$ cat src/hdl/lrup_pkg.sv
package lrup_pkg;

  // Number of physical slots in the recency stack.
  localparam int MAX_SLOTS = 32;

  // Fixed field widths.
  localparam int PAGE_W  = 8;
  localparam int CAP_W   = 6;
  localparam int COUNT_W = 16;

  // Occupancy counts from 0 to MAX_SLOTS inclusive.
  localparam int OCC_W = $clog2(MAX_SLOTS + 1);

  // Width in which capacity and occupancy are compared.
  localparam int EFF_W = (OCC_W > CAP_W) ? OCC_W : CAP_W;

  localparam logic [CAP_W-1:0]   CAP_RESET = CAP_W'(30);
  localparam logic [COUNT_W-1:0] COUNT_MAX = '1;

  // Commands broadcast from the control logic to every cell.
  typedef struct packed {
    logic step;    // a reference is being applied this cycle
    logic trim;    // drop the least recent page (capacity was lowered)
    logic evict;   // miss with the stack at its capacity
    logic at_top;  // new page goes to the most recent used slot
  } cmd_t;

  // Where a cell sits relative to the current occupancy.
  typedef struct packed {
    logic valid;   // slot holds a resident page
    logic top;     // slot holds the most recent page
    logic ins;     // first free slot
  } pos_t;

endpackage

$ cat src/hdl/lrup_cell.sv
module lrup_cell (
  input  logic                          clk,
  input  logic [lrup_pkg::PAGE_W-1:0]   page,
  input  logic [lrup_pkg::PAGE_W-1:0]   upper,
  input  logic                          seen_in,
  input  lrup_pkg::cmd_t                cmd,
  input  lrup_pkg::pos_t                pos,
  output logic [lrup_pkg::PAGE_W-1:0]   data,
  output logic                          seen_out
);

  logic match;
  logic shift;
  logic load;

  // The seen flag ripples up the row: it is set from the matching slot onward.
  assign match    = pos.valid && (data == page);
  assign seen_out = seen_in || match;

  assign shift = pos.valid && (cmd.trim || cmd.evict || (cmd.step && seen_out));
  assign load  = cmd.step && (cmd.at_top ? pos.top : pos.ins);

  always_ff @(posedge clk) begin
    if (load) begin
      data <= page;
    end else if (shift) begin
      data <= upper;
    end
  end

endmodule

$ cat src/hdl/lrup_stack.sv
module lrup_stack (
  input  logic                          clk,
  input  logic [lrup_pkg::PAGE_W-1:0]   page,
  input  logic [lrup_pkg::OCC_W-1:0]    occupancy,
  input  lrup_pkg::cmd_t                cmd,
  output logic                          hit,
  output logic [lrup_pkg::PAGE_W-1:0]   oldest
);

  logic [lrup_pkg::PAGE_W-1:0] data [lrup_pkg::MAX_SLOTS];
  logic [lrup_pkg::PAGE_W-1:0] upper [lrup_pkg::MAX_SLOTS];
  logic [lrup_pkg::MAX_SLOTS:0] seen;
  lrup_pkg::pos_t               pos [lrup_pkg::MAX_SLOTS];

  assign seen[0] = 1'b0;

  for (genvar i = 0; i < lrup_pkg::MAX_SLOTS; i++) begin : g_slot
    assign pos[i].valid = occupancy > lrup_pkg::OCC_W'(i);
    assign pos[i].top   = occupancy == lrup_pkg::OCC_W'(i + 1);
    assign pos[i].ins   = occupancy == lrup_pkg::OCC_W'(i);

    if (i == lrup_pkg::MAX_SLOTS - 1) begin : g_last
      assign upper[i] = '0;
    end else begin : g_mid
      assign upper[i] = data[i+1];
    end

    lrup_cell u_cell (
      .clk      (clk),
      .page     (page),
      .upper    (upper[i]),
      .seen_in  (seen[i]),
      .cmd      (cmd),
      .pos      (pos[i]),
      .data     (data[i]),
      .seen_out (seen[i+1])
    );
  end

  assign hit    = seen[lrup_pkg::MAX_SLOTS];
  assign oldest = data[0];

endmodule

$ cat src/hdl/lru_page_replacement.sv
// Channel  | Handshake            | Payload
// ---------+----------------------+------------------------------------------------
// in       | in_valid / in_ready  | page_id
// out      | out_valid / out_ready| hit, evicted, evicted_page, replacement_count
// cfg      | cfg_valid / cfg_ready| capacity
//
// A reference is taken when in_valid and in_ready are both high, and its result sits in the
// output register in the cycle after; a new reference is taken in the cycle that result is unloaded.
// A stalled result holds in_ready low until out_ready returns.
// Lowering the capacity below the occupancy trims one page per cycle afterward, and
// input and configuration transfers are held off until the trim is done.
// Reset (rst, synchronous) empties the stack, clears the count and sets capacity to 30.
module lru_page_replacement (
  input  logic                            clk,
  input  logic                            rst,
  input  logic                            in_valid,
  output logic                            in_ready,
  input  logic [lrup_pkg::PAGE_W-1:0]     page_id,
  output logic                            out_valid,
  input  logic                            out_ready,
  output logic                            hit,
  output logic                            evicted,
  output logic [lrup_pkg::PAGE_W-1:0]     evicted_page,
  output logic [lrup_pkg::COUNT_W-1:0]    replacement_count,
  input  logic                            cfg_valid,
  output logic                            cfg_ready,
  input  logic [lrup_pkg::CAP_W-1:0]      capacity
);

  // Capacity register and occupancy of the stack.
  logic [lrup_pkg::CAP_W-1:0]   cap;
  logic [lrup_pkg::OCC_W-1:0]   occupancy;
  logic [lrup_pkg::OCC_W-1:0]   occupancy_next;
  logic [lrup_pkg::COUNT_W-1:0] replacements;
  logic [lrup_pkg::COUNT_W-1:0] replacements_next;

  logic [lrup_pkg::EFF_W-1:0] eff;
  logic [lrup_pkg::EFF_W-1:0] occ_ext;
  logic                       full;
  logic                       trimming;
  logic                       step;
  logic                       stack_hit;
  logic [lrup_pkg::PAGE_W-1:0] oldest;
  lrup_pkg::cmd_t             cmd;

  // A zero capacity behaves as one slot; anything above the slot count saturates.
  always_comb begin
    if (cap == '0) begin
      eff = lrup_pkg::EFF_W'(1);
    end else if (lrup_pkg::EFF_W'(cap) > lrup_pkg::EFF_W'(lrup_pkg::MAX_SLOTS)) begin
      eff = lrup_pkg::EFF_W'(lrup_pkg::MAX_SLOTS);
    end else begin
      eff = lrup_pkg::EFF_W'(cap);
    end
  end

  assign occ_ext  = lrup_pkg::EFF_W'(occupancy);
  assign full     = occ_ext >= eff;
  assign trimming = occ_ext > eff;

  assign in_ready  = !trimming && (!out_valid || out_ready);
  assign cfg_ready = !trimming;
  assign step      = in_valid && in_ready;

  // The evict command depends on the hit flag, which the cells produce from the
  // compare chain alone, so there is no loop through the row.
  assign cmd.step   = step;
  assign cmd.trim   = trimming;
  assign cmd.evict  = step && !stack_hit && full;
  assign cmd.at_top = stack_hit || full;

  lrup_stack u_stack (
    .clk       (clk),
    .page      (page_id),
    .occupancy (occupancy),
    .cmd       (cmd),
    .hit       (stack_hit),
    .oldest    (oldest)
  );

  always_comb begin
    occupancy_next    = occupancy;
    replacements_next = replacements;
    if (trimming) begin
      occupancy_next = occupancy - lrup_pkg::OCC_W'(1);
    end else if (step && !stack_hit) begin
      if (full) begin
        if (replacements != lrup_pkg::COUNT_MAX) begin
          replacements_next = replacements + lrup_pkg::COUNT_W'(1);
        end
      end else begin
        occupancy_next = occupancy + lrup_pkg::OCC_W'(1);
      end
    end
  end

  always_ff @(posedge clk) begin
    if (rst) begin
      cap          <= lrup_pkg::CAP_RESET;
      occupancy    <= '0;
      replacements <= '0;
      out_valid    <= 1'b0;
    end else begin
      if (cfg_valid && cfg_ready) begin
        cap <= capacity;
      end
      occupancy    <= occupancy_next;
      replacements <= replacements_next;
      if (step) begin
        out_valid <= 1'b1;
      end else if (out_ready) begin
        out_valid <= 1'b0;
      end
    end
  end

  // Result register; loaded only when a reference transfer takes place.
  always_ff @(posedge clk) begin
    if (step) begin
      hit               <= stack_hit;
      evicted           <= cmd.evict;
      evicted_page      <= cmd.evict ? oldest : '0;
      replacement_count <= replacements_next;
    end
  end

  // Occupancy never runs past the physical slot count.
  a_occ_bound: assert property (@(posedge clk) disable iff (rst)
    lrup_pkg::EFF_W'(occupancy) <= lrup_pkg::EFF_W'(lrup_pkg::MAX_SLOTS))
    else $error("occupancy exceeds slot count");

  // A hit leaves the occupancy unchanged.
  a_hit_occ: assert property (@(posedge clk) disable iff (rst)
    step && stack_hit |=> $stable(occupancy))
    else $error("occupancy changed on a hit");

  // A result never reports both a hit and an eviction.
  a_hit_evict: assert property (@(posedge clk) disable iff (rst)
    out_valid |-> !(hit && evicted))
    else $error("hit and eviction reported together");

  // The replacement count only moves on an eviction.
  a_count: assert property (@(posedge clk) disable iff (rst)
    !cmd.evict |=> $stable(replacements))
    else $error("replacement count changed without eviction");

endmodule
$ cat config.mk
export PLATFORM = sky130hd
export DESIGN_NAME = lru_page_replacement
export DESIGN_NICKNAME = d
export VERILOG_FILES = /design/src/hdl/lrup_pkg.sv /design/src/hdl/lrup_cell.sv /design/src/hdl/lrup_stack.sv /design/src/hdl/lru_page_replacement.sv
export SDC_FILE = /design/constraint.sdc
export NUM_CORES = 1
export LEC_CHECK = 0
export ABC_AREA = 1
export BUFFER_PORTS_ARGS = -buffer_cell sky130_fd_sc_hd__buf_2
export CORE_MARGIN = 2
export CORE_UTILIZATION = 54
export DETAILED_ROUTE_END_ITERATION = 7
export HOLD_SLACK_MARGIN = 0.05
export PLACE_DENSITY = 0.7
export SYNTH_ARGS = -nofsm -noshare
export SYNTH_HDL_FRONTEND = slang
export SYNTH_SLANG_ARGS = --single-unit
export TNS_END_PERCENT = 100
$ cat constraint.sdc
create_clock -name clk -period 6.5 [get_ports clk]
set_clock_uncertainty 0.05 [all_clocks]
set_input_delay 0.325 -clock clk [delete_from_list [all_inputs] [get_ports clk]]
set_output_delay 0.325 -clock clk [all_outputs]
set_load 0.005 [all_outputs]
==> flow_summary.yaml <==
status:
  status: "complete, no violations"
timing:
  period_needed_ns: 5.51
  worst_pin_slew_ns: 1.15
  max_freq_mhz: 181
  finalSetupViolCount: 0
  finalHoldViolCount: 0
  relSlewSlack: 0.231
  drv_slew: 0
  rsz0062_at_grt: "false"
  fin_tns_setup_ns: 0
  post-route-period-util: 0.848
  holdWs_ns: 0.0816
synthesis:
  synthTopCellsByArea: "edfxtp_1 (41%), nand2_1 (14%), nand4_1 (8.1%)"
  synth_edf_count: 282
  synthMuxAreaShare: 0
  syn_area_sq_um: 20900
  ys_ff_latch: 311
  synth_compound_area_frac: 0.0295
  synth_top_area_cell: "edfxtp_1"
  yosys-top-cells-count: "nand2_1 (775), edfxtp_1 (282), nand4_1 (271), xor2_1 (162), inv_1 (107)"
  synth_nets: 2369
  synthSimpleGateAreaFrac: 0.384
  ys.flop_type: "edfxtp_1"
  synth_top_family_by_area: "simple AND/OR/NAND/NOR gates"
  synth-async-reset-ratio: 0
  syn_avg_cell_area_sq_um: 8.93
  synth.most_common_cell: "nand2_1"
  seq_area_frac_synth: 0.433
  ys_warn_count: 0
  synthXorXnorAreaFrac: 0.0948
  syn_inst: 2339
  synthAdderAreaFrac: 0.00659
  yosysUniqueCellTypes: 50
  synth_top_area_frac: 0.406
route:
  wl_per_cell_um: 20.0
  vias: 17135
  drc: 0
  antenna_left: 0
  vias_per_cell: 5.96
  drtIter0Drc: 1688
  dr.pass1.iters: 6
  wirelength_um: 57600
placement:
  place.detailed.hpwl_um: 38900
  dpl-instance-area_sq_um: 21400
  portBuffers: 47
  place.gp.congestion: 0.937
setup_path:
  reg2reg_to: "u_stack.g_slot[3].u_cell.data[0]"
  critPathArrivalTime_ns: 5.69
  path_max_fanout: 13
  reg2reg_slack_ns: 0.99
  ff2ff_path_depth: 27
  regToRegStartpoint: "occ_ext[1]"
  crit_required_ns: 6.67
  end_kind: "flip-flop"
  start_kind: "flip-flop"
  crit_type: "reg -> reg"
global_route:
  grt_remaining_overflow: 0
  grt_pass1_vias: 16367
  grt_max_degree: 178
  grt_pass1_wl_um: 89900
  grt_usage: 0.282
  antenna_found_initial: 0
floorplanning:
  core_area_sq_um: 38400
  fp.dieH_um: 201
  pin_count: 48
  die_w_um: 201
  initial_core_util: 0.544
  dieArea_sq_um: 40300
  fp-row-count: 72
clock_network:
  path_clk_slew_ns: 0.06
  htree_levels: 2
  cts_sinks: 311
  clock-root-buffer: "clkbuf_16"
  cts_buffers: 36
  cts_buffer_depth: 3
  clk_latency_ns: 0.56
  tritoncts: "built"
min_path:
  hold_path_depth: 3
  hold_start: "capacity[5]"
  hold_end: "cap[5]"
  hold_class: "in -> reg"
job:
  max-cap-violations: 0
final_layout:
  nets: 2360
  final_util: 0.589
  seq_area_sq_um: 9050
  area_growth_syn_to_layout_pct: 8.19
  multi_input_area_sq_um: 10800
  drive_gt1_frac: 0.128
  fillers: 3377
  design_area_sq_um: 22600
  antennaDiodeCount: 0
power_and_ir_drop:
  ir_worst_vdd_v: 0.000218
  leakage_nw: 9.30
  power.density_nw_per_um2: 295
-- timing repair --
action,in CTS,in global routing
gates resized for setup,0,0
setup buffers,0,0
hold buffers,6,0
hold endpoints to repair,6,0
-- critical path, stage by stage, from the launching register on --
cell     delay (ns)
dfxtp_1        0.47
inv_2          0.18
ha_1           0.39
inv_1          0.13
nor2_4         0.16
nand2_2        0.12
nand3_2        0.10
nor2_1         0.07
nor2_4         0.16
nand4_2        0.14
nor2_4         0.17
nand4_4        0.12
nor2_2         0.12
nand4_2        0.12
nor2_2         0.12
nand4_2        0.17
nor2_1         0.16
nand4_2        0.15
nor2_2         0.13
nand4_2        0.15
nor2_4         0.17
nand4_4        0.16
nor2_4         0.16
nand4_4        0.14
buf_4          0.43
nand2_8        0.20
nand3_4        0.13
nand2_1        0.34
-- worst max path at each step --
stage                                                  end  startpoint  depth (start not counted)  slack [ns]
after floorplan           u_stack.g_slot[5].u_cell.data[0]  occ_ext[1]                         29        2.25
after global placement    u_stack.g_slot[0].u_cell.data[6]  occ_ext[1]                         27        1.20
after detailed placement  u_stack.g_slot[3].u_cell.data[2]  occ_ext[1]                         27        1.04
after CTS                 u_stack.g_slot[3].u_cell.data[0]  occ_ext[1]                         27        1.01
after global routing      u_stack.g_slot[3].u_cell.data[0]  occ_ext[1]                         27        0.60
final                     u_stack.g_slot[3].u_cell.data[0]  occ_ext[1]                         27        0.99
-- cell families after synthesis --
kind of cell	after synthesis
compound gates	111
xor+xnor	226
fa+ha+maj	11
buf+inv	245
flops	311
simple gates	1435
-- cell usage in the layout (no fill, tap or decap), types with 38 or more instances in the layout --
cell	netlist	final
nand2_1	775	775
edfxtp_1	282	282
nand4_1	271	271
xor2_1	162	162
inv_1	107	106
nor2_1	95	95
nand3_1	74	74
xnor2_1	64	64
o21ai_0	52	52
buf_2	36	47
clkbuf_16	0	39
a21oi_1	38	38
-- per-layer routing --
layer	part of all wire	global-route usage	up-vias
met5	0	0	-
met4	0.036	0.115	0
met3	0.079	0.0416	161
met2	0.47	0.469	795
met1	0.41	0.372	8061
li1	-	-	8118
-- area by class of cell --
| cell class | count | area share |
|---|---|---|
| clock buffers | 50 | 0.0464 |
| repair buffers | 82 | 0.0249 |
| well taps | 518 | 0.0287 |
| flip-flops and latches | 311 | 0.401 |
| clock inverters | 16 | 0.00399 |
| inverters | 116 | 0.0197 |
| multi-input cells | 1783 | 0.476 |
-- stage by stage --
step           total power [mW]  setup slack, ns  cells
6_report                   6.66            0.988   2876
5_1_grt                    6.97            0.596   2876
4_1_cts                    6.66             1.01   2876
3_5_place_dp               4.69             1.04   2804
3_3_place_gp               4.63             1.20   2804
2_1_floorplan              4.21             2.25   2339
-- report_power, final --
part           internal (mW)  leakage (nW)  switching (mW)
clock                   1.13         0.575           0.833
sequential              2.53          2.82           0.168
combinational          0.564          5.91            1.43
total                   4.22          9.30            2.43
-- flip-flops by register name, indices dropped and copies added (netlist names) --
signal / flops
cap: 6
occ_ext: 6
evicted: 1
evicted_page: 8
hit: 1
replacement_count: 16
out_valid: 1
u_stack.g_slot.u_cell.data: 256
replacements: 16
(Power assumes the default switching activity.)
